[src/design/rwa_pkg.sv]
// Package with the shared widths and defaults of the moving average block.
package rwa_pkg;

    // Width of one signed sample and of one signed average.
    localparam int RWA_SAMPLE_W = 16;

    // Width of the window length register as seen on the configuration port.
    localparam int RWA_WIN_W = 5;

    // Window length after reset, before clamping to the store depth.
    localparam int RWA_WIN_RESET = 16;

    // Default depth of the sample store.
    localparam int RWA_MAX_SAMPLES = 16;

endpackage

[src/design/rwa_serial_div.sv]
// Bit-serial restoring divider that turns the window sum into the average.
module rwa_serial_div #(
    parameter int SUM_W = 21,
    parameter int CNT_W = 5
) (
    input  logic                                  clk,
    input  logic                                  rst_n,
    input  logic                                  start,
    input  logic                                  ack,
    input  logic [SUM_W-1:0]                      dividend,
    input  logic                                  negate,
    input  logic [CNT_W-1:0]                      divisor,
    output logic                                  done,
    output logic signed [rwa_pkg::RWA_SAMPLE_W-1:0] quotient
);
    import rwa_pkg::*;

    localparam int STEP_W = (SUM_W > 1) ? $clog2(SUM_W) : 1;

    typedef enum logic [1:0] {
        DIV_IDLE,
        DIV_RUN,
        DIV_HOLD
    } div_state_t;

    div_state_t              state_reg;
    div_state_t              state_next;
    logic [STEP_W-1:0]       step_reg;
    logic [STEP_W-1:0]       step_next;
    logic [SUM_W-1:0]        shift_reg;
    logic [SUM_W-1:0]        shift_next;
    logic [CNT_W-1:0]        rem_reg;
    logic [CNT_W-1:0]        rem_next;
    logic [CNT_W-1:0]        divisor_reg;
    logic                    neg_reg;
    logic [CNT_W:0]          trial;
    logic [CNT_W:0]          diff;
    logic                    fits;
    logic [RWA_SAMPLE_W-1:0] qmag;

    // One quotient bit per cycle: the dividend leaves at the top of the
    // shift register while the quotient bits enter at the bottom.
    assign trial = {rem_reg, shift_reg[SUM_W-1]};
    assign diff  = trial - {1'b0, divisor_reg};
    assign fits  = (trial >= {1'b0, divisor_reg});

    always_comb
    begin
        state_next = state_reg;
        step_next  = step_reg;
        shift_next = shift_reg;
        rem_next   = rem_reg;
        case (state_reg)
            DIV_IDLE:
            begin
                if (start)
                begin
                    state_next = DIV_RUN;
                    step_next  = '0;
                    shift_next = dividend;
                    rem_next   = '0;
                end
            end
            DIV_RUN:
            begin
                shift_next = {shift_reg[SUM_W-2:0], fits};
                rem_next   = fits ? diff[CNT_W-1:0] : trial[CNT_W-1:0];
                step_next  = step_reg + STEP_W'(1);
                if (step_reg == STEP_W'(SUM_W - 1))
                begin
                    state_next = DIV_HOLD;
                end
            end
            DIV_HOLD:
            begin
                if (ack)
                begin
                    state_next = DIV_IDLE;
                end
            end
            default:
            begin
                state_next = DIV_IDLE;
            end
        endcase
    end

    always_ff @(posedge clk or negedge rst_n)
    begin
        if (!rst_n)
        begin
            state_reg <= DIV_IDLE;
            step_reg  <= '0;
        end
        else
        begin
            state_reg <= state_next;
            step_reg  <= step_next;
        end
    end

    always_ff @(posedge clk)
    begin
        shift_reg <= shift_next;
        rem_reg   <= rem_next;
        if (state_reg == DIV_IDLE && start)
        begin
            divisor_reg <= divisor;
            neg_reg     <= negate;
        end
    end

    // The magnitude of a mean of 16-bit samples fits in 16 bits, 32768 included.
    assign qmag     = shift_reg[RWA_SAMPLE_W-1:0];
    assign quotient = neg_reg ? $signed(-qmag) : $signed(qmag);
    assign done     = (state_reg == DIV_HOLD);

endmodule

[src/design/running_window_average_core.sv]
// Top level of the moving average block: sample store, running sum and control.
//
// Usage. Samples enter on the sample channel (sample, sample_valid,
// sample_stall); a request is taken at a rising edge where sample_valid is
// high and sample_stall is low. Each request yields exactly one average on
// the average channel (average, average_valid, average_stall), taken at an
// edge where average_valid is high and average_stall is low.
// The window length is written through its own channel (window_length,
// window_length_valid, window_length_ready). A write clamps the value to
// the range 1 to MAX_SAMPLES and clears the sum, the write index and the
// fill count. Writes are taken only while no request is in flight.
// Sequence. A request passes through the states READ, UPDATE, START and
// DIVIDE; its average is registered once the output register is free.
// The bit-serial divider yields one quotient bit per cycle over the SUM_W
// bits of the running sum. One request at a time. The average sits in an
// output register, so the next sample is accepted as soon as a result has
// moved there, even while the receiver stalls; a stalled receiver only
// holds back the following result.
// Reset. Reset sets the window to 16 (clamped to MAX_SAMPLES) and clears the
// sum and counters; the store needs no clearing, since an entry is read
// only after the current window has written it.
module running_window_average_core #(
    parameter int MAX_SAMPLES = rwa_pkg::RWA_MAX_SAMPLES
) (
    input  logic                                  clk,
    input  logic                                  rst_n,
    input  logic signed [rwa_pkg::RWA_SAMPLE_W-1:0] sample,
    input  logic                                  sample_valid,
    output logic                                  sample_stall,
    output logic signed [rwa_pkg::RWA_SAMPLE_W-1:0] average,
    output logic                                  average_valid,
    input  logic                                  average_stall,
    input  logic [rwa_pkg::RWA_WIN_W-1:0]           window_length,
    input  logic                                  window_length_valid,
    output logic                                  window_length_ready
);
    import rwa_pkg::*;

    // Count and window need to hold MAX_SAMPLES itself; the index does not.
    localparam int CNT_W = $clog2(MAX_SAMPLES + 1);
    localparam int IDX_W = (MAX_SAMPLES > 1) ? $clog2(MAX_SAMPLES) : 1;
    localparam int SUM_W = RWA_SAMPLE_W + CNT_W;
    localparam int WIN_RESET = (RWA_WIN_RESET > MAX_SAMPLES) ? MAX_SAMPLES : RWA_WIN_RESET;

    typedef enum logic [2:0] {
        ST_IDLE,
        ST_READ,
        ST_UPDATE,
        ST_START,
        ST_DIVIDE
    } state_t;

    state_t                     state_reg;
    state_t                     state_next;
    logic [CNT_W-1:0]           window_reg;
    logic [CNT_W-1:0]           window_next;
    logic [CNT_W-1:0]           count_reg;
    logic [CNT_W-1:0]           count_next;
    logic [IDX_W-1:0]           idx_reg;
    logic [IDX_W-1:0]           idx_next;
    logic                       full_reg;
    logic                       full_next;
    logic signed [SUM_W-1:0]    sum_reg;
    logic signed [SUM_W-1:0]    sum_next;
    logic                       avg_valid_reg;
    logic                       avg_valid_next;

    logic signed [RWA_SAMPLE_W-1:0] sample_reg;
    logic signed [RWA_SAMPLE_W-1:0] old_reg;
    logic signed [RWA_SAMPLE_W-1:0] avg_reg;
    logic signed [RWA_SAMPLE_W-1:0] store_mem [MAX_SAMPLES];

    logic                       sample_take;
    logic                       cfg_take;
    logic                       out_free;
    logic [CNT_W-1:0]           win_clamped;
    logic [CNT_W:0]             idx_plus;
    logic signed [SUM_W-1:0]    sample_ext;
    logic signed [SUM_W-1:0]    old_ext;
    logic [SUM_W-1:0]           sum_mag;
    logic                       div_start;
    logic                       div_ack;
    logic                       div_done;
    logic signed [RWA_SAMPLE_W-1:0] div_quot;

    // Handshakes. A configuration write shuts the sample channel for that
    // cycle so the two never land on the same edge.
    assign window_length_ready = (state_reg == ST_IDLE);
    assign sample_stall        = (state_reg != ST_IDLE) || window_length_valid;
    assign sample_take         = sample_valid && !sample_stall;
    assign cfg_take            = window_length_valid && window_length_ready;
    assign out_free            = !avg_valid_reg || !average_stall;

    // A window of zero means one sample; anything past the store depth is
    // cut back to the depth.
    always_comb
    begin
        if (window_length == '0)
        begin
            win_clamped = CNT_W'(1);
        end
        else if (int'(window_length) > MAX_SAMPLES)
        begin
            win_clamped = CNT_W'(MAX_SAMPLES);
        end
        else
        begin
            win_clamped = CNT_W'(window_length);
        end
    end

    // The incremented index is one bit wider than the count, so the wrap
    // test also works when the window fills the whole store.
    assign idx_plus   = (CNT_W + 1)'(idx_reg) + (CNT_W + 1)'(1);
    assign sample_ext = SUM_W'(sample_reg);
    assign old_ext    = SUM_W'(old_reg);
    assign sum_mag    = sum_reg[SUM_W-1] ? SUM_W'(-sum_reg) : SUM_W'(sum_reg);

    always_comb
    begin
        state_next     = state_reg;
        window_next    = window_reg;
        count_next     = count_reg;
        idx_next       = idx_reg;
        full_next      = full_reg;
        sum_next       = sum_reg;
        avg_valid_next = avg_valid_reg && average_stall;
        div_start      = 1'b0;
        div_ack        = 1'b0;
        case (state_reg)
            ST_IDLE:
            begin
                if (cfg_take)
                begin
                    window_next = win_clamped;
                    count_next  = '0;
                    idx_next    = '0;
                    sum_next    = '0;
                end
                else if (sample_take)
                begin
                    state_next = ST_READ;
                end
            end
            ST_READ:
            begin
                // The store is read and written at the same index here; the
                // read returns the sample that is about to leave the window.
                full_next = (count_reg == window_reg);
                if (count_reg != window_reg)
                begin
                    count_next = count_reg + CNT_W'(1);
                end
                if (idx_plus == {1'b0, window_reg})
                begin
                    idx_next = '0;
                end
                else
                begin
                    idx_next = idx_plus[IDX_W-1:0];
                end
                state_next = ST_UPDATE;
            end
            ST_UPDATE:
            begin
                if (full_reg)
                begin
                    sum_next = sum_reg + sample_ext - old_ext;
                end
                else
                begin
                    sum_next = sum_reg + sample_ext;
                end
                state_next = ST_START;
            end
            ST_START:
            begin
                div_start  = 1'b1;
                state_next = ST_DIVIDE;
            end
            ST_DIVIDE:
            begin
                if (div_done && out_free)
                begin
                    div_ack        = 1'b1;
                    avg_valid_next = 1'b1;
                    state_next     = ST_IDLE;
                end
            end
            default:
            begin
                state_next = ST_IDLE;
            end
        endcase
    end

    always_ff @(posedge clk or negedge rst_n)
    begin
        if (!rst_n)
        begin
            state_reg     <= ST_IDLE;
            window_reg    <= CNT_W'(WIN_RESET);
            count_reg     <= '0;
            idx_reg       <= '0;
            full_reg      <= 1'b0;
            sum_reg       <= '0;
            avg_valid_reg <= 1'b0;
        end
        else
        begin
            state_reg     <= state_next;
            window_reg    <= window_next;
            count_reg     <= count_next;
            idx_reg       <= idx_next;
            full_reg      <= full_next;
            sum_reg       <= sum_next;
            avg_valid_reg <= avg_valid_next;
        end
    end

    // Payload registers.
    always_ff @(posedge clk)
    begin
        if (sample_take)
        begin
            sample_reg <= sample;
        end
        if (div_ack)
        begin
            avg_reg <= div_quot;
        end
    end

    // Sample store: one port, read before write at the current index.
    always_ff @(posedge clk)
    begin
        if (state_reg == ST_READ)
        begin
            old_reg            <= store_mem[idx_reg];
            store_mem[idx_reg] <= sample_reg;
        end
    end

    // The divider sees the magnitude of the sum and the fill count, which is
    // at least one after any sample.
    rwa_serial_div #(
        .SUM_W (SUM_W),
        .CNT_W (CNT_W)
    ) u_div (
        .clk      (clk),
        .rst_n    (rst_n),
        .start    (div_start),
        .ack      (div_ack),
        .dividend (sum_mag),
        .negate   (sum_reg[SUM_W-1]),
        .divisor  (count_reg),
        .done     (div_done),
        .quotient (div_quot)
    );

    assign average       = avg_reg;
    assign average_valid = avg_valid_reg;

endmodule

[config.mk]
export PLATFORM = sky130hd
export DESIGN_NAME = running_window_average_core
export DESIGN_NICKNAME = d
export VERILOG_FILES = /design/src/design/rwa_pkg.sv /design/src/design/rwa_serial_div.sv /design/src/design/running_window_average_core.sv
export SDC_FILE = /design/constraint.sdc
export NUM_CORES = 1
export LEC_CHECK = 0
export BUFFER_PORTS_ARGS = -buffer_cell sky130_fd_sc_hd__buf_2
export CAP_MARGIN = 20
export CORE_ASPECT_RATIO = 0.6
export CORE_UTILIZATION = 49
export CTS_CLUSTER_DIAMETER = 40
export DETAILED_ROUTE_END_ITERATION = 7
export PLACE_DENSITY = 0.75
export SKIP_LAST_GASP = 1
export SYNTH_ARGS = -nofsm -noshare
export SYNTH_HDL_FRONTEND = slang
export SYNTH_SLANG_ARGS = --single-unit
[constraint.sdc]
create_clock -name clk -period 5.7 [get_ports clk]
set_clock_uncertainty 0.1 [all_clocks]
set_input_delay 0.855 -clock clk [delete_from_list [all_inputs] [get_ports clk]]
set_output_delay 0.855 -clock clk [all_outputs]
set_load 0.005 [all_outputs]
==> metrics <==
result of the run finished, violations left; failing checks design-rule violations; Post-CTS Setup Inserts 0; clock tree from TritonCTS built; Max Freq 194 MHz; Clock Tree Root sky130_fd_sc_hd__clkbuf_16; final count of hold timing violations 0; kind of start point of the critical path flip-flop; Total Power Consumption 10.8 mW; vias per cell 6.05; number of nets in the layout 1358; Bufs on Longest Clock Path 3; Crit path depth 18; RSZ-0062 raised after global routing no; initial DRC count 1275; number of flops mapped to enable cells by yosys 336; clock insertion delay at the later pin of the skew report 0.56 ns; placer's final routability congestion estimate 0.940; placed standard-cell area 18500 um2; data required time at the worst endpoint 6.03 ns; clock transition at the registers of the reported paths 0.07 ns; fin. max-slew vios 0; number of vias after detailed routing 10700; Worst Reg2Reg Path Length in Cells 18; initial standard-cell utilization of the core 50.1%; most used cells in the layout excluding fill and tap cells sky130_fd_sc_hd__edfxtp_1 (336), sky130_fd_sc_hd__nand2_1 (83), sky130_fd_sc_hd__mux4_2 (80), sky130_fd_sc_hd__o21ai_0 (79), sky130_fd_sc_hd__nor2_1 (73); least setup slack across all paths after layout 0.548 ns; worst path arrival time 5.48 ns; total setup violations reported at the end of the flow 0; die footprint 36800 um2; Leakage 7.10 nW; number of global-route vias before repair 10200; transition time at the pin with the least slew margin 1.20 ns; Buffers & Inverters on Critical Path 0; cell count after placement 1695; crit path time final 5.15 ns; Syn Nets 1281; layout cells sized above 1 17.7%; total net switching power 3.94 mW; start point of the critical path sample_reg[1]$_DFFE_PP_; first-pass GRT wire length 60900 um; pin count of the biggest net entering global routing 60; most common flop cell mapped by yosys sky130_fd_sc_hd__edfxtp_1; kind of cell adding the most delay to the critical path compound AO/OA/AOI/OAI gates; headroom to the max-slew limit 20.0%; count of clock tree sinks 383; global router's overall resource usage 22.3%; WL per Instance 23.0 um; FFs w/ async S/R, synth 12.3%; Reg-to-Reg Start sample_reg[1]$_DFFE_PP_; Non-Filler Cell Area, Final 20000 um2; total of cells resized after clock tree synthesis 0; Die Width 247 um; worst-path fanout max 18; max-cap violation count 0; share of the yosys chip area belonging to registers 63.8%; cts bufs inserted 38; number of input and output port buffers inserted 44; maximum single-stage delay on the critical path 0.71 ns; DR pass1 iterations 7; Sw Ratio 36.4%; clock power share 24.1%; Top Ports 45; count of fill cells added during filler insertion 2770; Synth Register Bits 383; Critical Path Slowest Stage Cell sky130_fd_sc_hd__edfxtp_1; share of total power in combinational logic 38.7%; ANT nets after route 0; Internal Dissipation 6.87 mW; total area of sequential cells 11300 um2; antenna diode instance count 0; Tightest Hold Check Type in2async; library cells used by synthesis 65; total detailed-routing wirelength 40800 um; Warnings, synthesis 0; Worst R2R Setup Slack 0.55 ns; residual overflow from global routing 0; layout-stage area growth over the synthesis result 13.0%; count of hold-fix buffers inserted at cts 0; antenna violations before repair 1; portion of total power attributed to sequential cells 37.2%; maximum level of the CTS H-tree 2; Worst Setup EP sum_reg[20]$_DFFE_PN0P_; Post-Syn Area 17700 um2; Final Instance Count excl. Fillers 1771; post-route worst hold slack 0.296 ns; critical-path cell list ha_1, a21o_1, a21oi_1, nor2_1, a21oi_1, o211ai_1, a211oi_1, xnor2_1, ha_1, a21o_1, a21o_1, a21oi_1, nand2_1, a211oi_1, o211ai_1, and3_1, o21ai_0, a21bo_2; type of destination of the critical path flip-flop; power density cells 542 nW/um2; post-layout util 56.6%; floorplan die height 149 um; Final period util 90.4%; CORE AREA 35300 um2; maximum resistive drop on vdd 306 uV; HPWL after detailed placement 26200 um; endpoint of the worst-slack reg-to-reg timing path sum_reg[20]$_DFFE_PN0P_; worst setup path category reg2reg; synthesized netlist cell count 1198; pre-CTS setup slack 0.726 ns; number of flip-flops in the largest register 256; DRC violations left 4; aggregate negative setup slack 0 ns; leading cell type in the layout, fill and taps excluded sky130_fd_sc_hd__edfxtp_1; footprint of the multi-input gates 6040 um2; average size of a mapped cell 14.7 um2; FP Rows 53
## logic make-up after synthesis
logic type / synth area share (%)
flip-flops: 63.8
adder cells (fa/ha/maj): 4.17
multiplexers: 10.7
AO/OA/AOI/OAI: 8.01
buffers and inverters: 2.06
AND/OR/NAND/NOR: 7.64
XOR/XNOR: 3.67
## power by group through the flow
stage               clock network [mW]  logic [mW]  registers (mW)
floorplan                            0        3.17            3.89
global placement                     0        3.98            4.05
detailed placement                   0        4.07            4.07
CTS                               2.64        4.11            4.02
global route                      2.74        4.57            4.08
finish                            2.61        4.18            4.02
## area by class of cell
| cell class | instances | area share, % |
|---|---|---|
| clock inverter | 23 | 1.38 |
| sequential | 383 | 56.5 |
| multi-input combinational | 728 | 30.3 |
| clock buffer | 46 | 5.07 |
| tap | 467 | 2.93 |
| timing repair buffer | 77 | 2.98 |
| inverter | 47 | 0.884 |
## worst min-delay path by stage
stage / cells past startpoint / to / slack (ns)
final: 2 / sum_reg[18]$_DFFE_PN0P_ / 0.30
after floorplan: 2 / window_reg[4]$_DFFE_PN1P_ / 0.36
after global placement: 2 / window_reg[4]$_DFFE_PN1P_ / 0.38
after CTS: 2 / sum_reg[15]$_DFFE_PN0P_ / 0.32
after detailed placement: 2 / window_reg[4]$_DFFE_PN1P_ / 0.38
after global routing: 1 / sample_reg[4]$_DFFE_PP_ / 0.35
## per-layer routing
layer	routed length (um)	share of wire (%)	GRT usage (%)
met1	19000	47	35.7
met4	531	1.3	4.60
met3	4260	10	6.22
met5	0	0	0.535
met2	17000	42	30.1
## synthesized netlist by cell type, types with 2 or more instances
cell / count / share of area [%]
sky130_fd_sc_hd__a211oi_1: 9 / 0.38
sky130_fd_sc_hd__a21boi_0: 2 / 0.085
sky130_fd_sc_hd__a21o_1: 16 / 0.68
sky130_fd_sc_hd__a21oi_1: 63 / 1.8
sky130_fd_sc_hd__a221o_1: 5 / 0.28
sky130_fd_sc_hd__a31oi_1: 2 / 0.071
sky130_fd_sc_hd__and2_1: 16 / 0.57
sky130_fd_sc_hd__and3_1: 10 / 0.35
sky130_fd_sc_hd__and4_1: 5 / 0.25
sky130_fd_sc_hd__buf_1: 4 / 0.085
sky130_fd_sc_hd__buf_2: 3 / 0.085
sky130_fd_sc_hd__clkbuf_1: 29 / 0.62
sky130_fd_sc_hd__clkbuf_8: 3 / 0.23
sky130_fd_sc_hd__dfrtp_1: 46 / 6.5
sky130_fd_sc_hd__edfxtp_1: 336 / 57
sky130_fd_sc_hd__fa_1: 3 / 0.34
sky130_fd_sc_hd__ha_1: 54 / 3.8
sky130_fd_sc_hd__inv_1: 46 / 0.98
sky130_fd_sc_hd__mux2i_1: 7 / 0.40
sky130_fd_sc_hd__mux4_2: 80 / 10
sky130_fd_sc_hd__nand2_1: 83 / 1.8
sky130_fd_sc_hd__nand2b_1: 12 / 0.43
sky130_fd_sc_hd__nand3_1: 15 / 0.43
sky130_fd_sc_hd__nand3b_1: 3 / 0.13
sky130_fd_sc_hd__nand4_1: 7 / 0.25
sky130_fd_sc_hd__nand4b_1: 3 / 0.15
sky130_fd_sc_hd__nor2_1: 73 / 1.6
sky130_fd_sc_hd__nor2b_1: 12 / 0.43
sky130_fd_sc_hd__nor3_1: 21 / 0.60
sky130_fd_sc_hd__nor3b_1: 2 / 0.085
sky130_fd_sc_hd__nor4_1: 2 / 0.071
sky130_fd_sc_hd__o211ai_1: 6 / 0.26
sky130_fd_sc_hd__o21a_1: 10 / 0.43
sky130_fd_sc_hd__o21ai_0: 79 / 2.2
sky130_fd_sc_hd__o21ai_1: 4 / 0.11
sky130_fd_sc_hd__o21bai_1: 7 / 0.30
sky130_fd_sc_hd__o31ai_1: 8 / 0.34
sky130_fd_sc_hd__o41ai_1: 5 / 0.25
sky130_fd_sc_hd__or3_1: 6 / 0.21
sky130_fd_sc_hd__or4_1: 4 / 0.17
sky130_fd_sc_hd__xnor2_1: 41 / 2.0
sky130_fd_sc_hd__xor2_1: 33 / 1.6
Note: power is estimated with default switching activity, not from simulation.
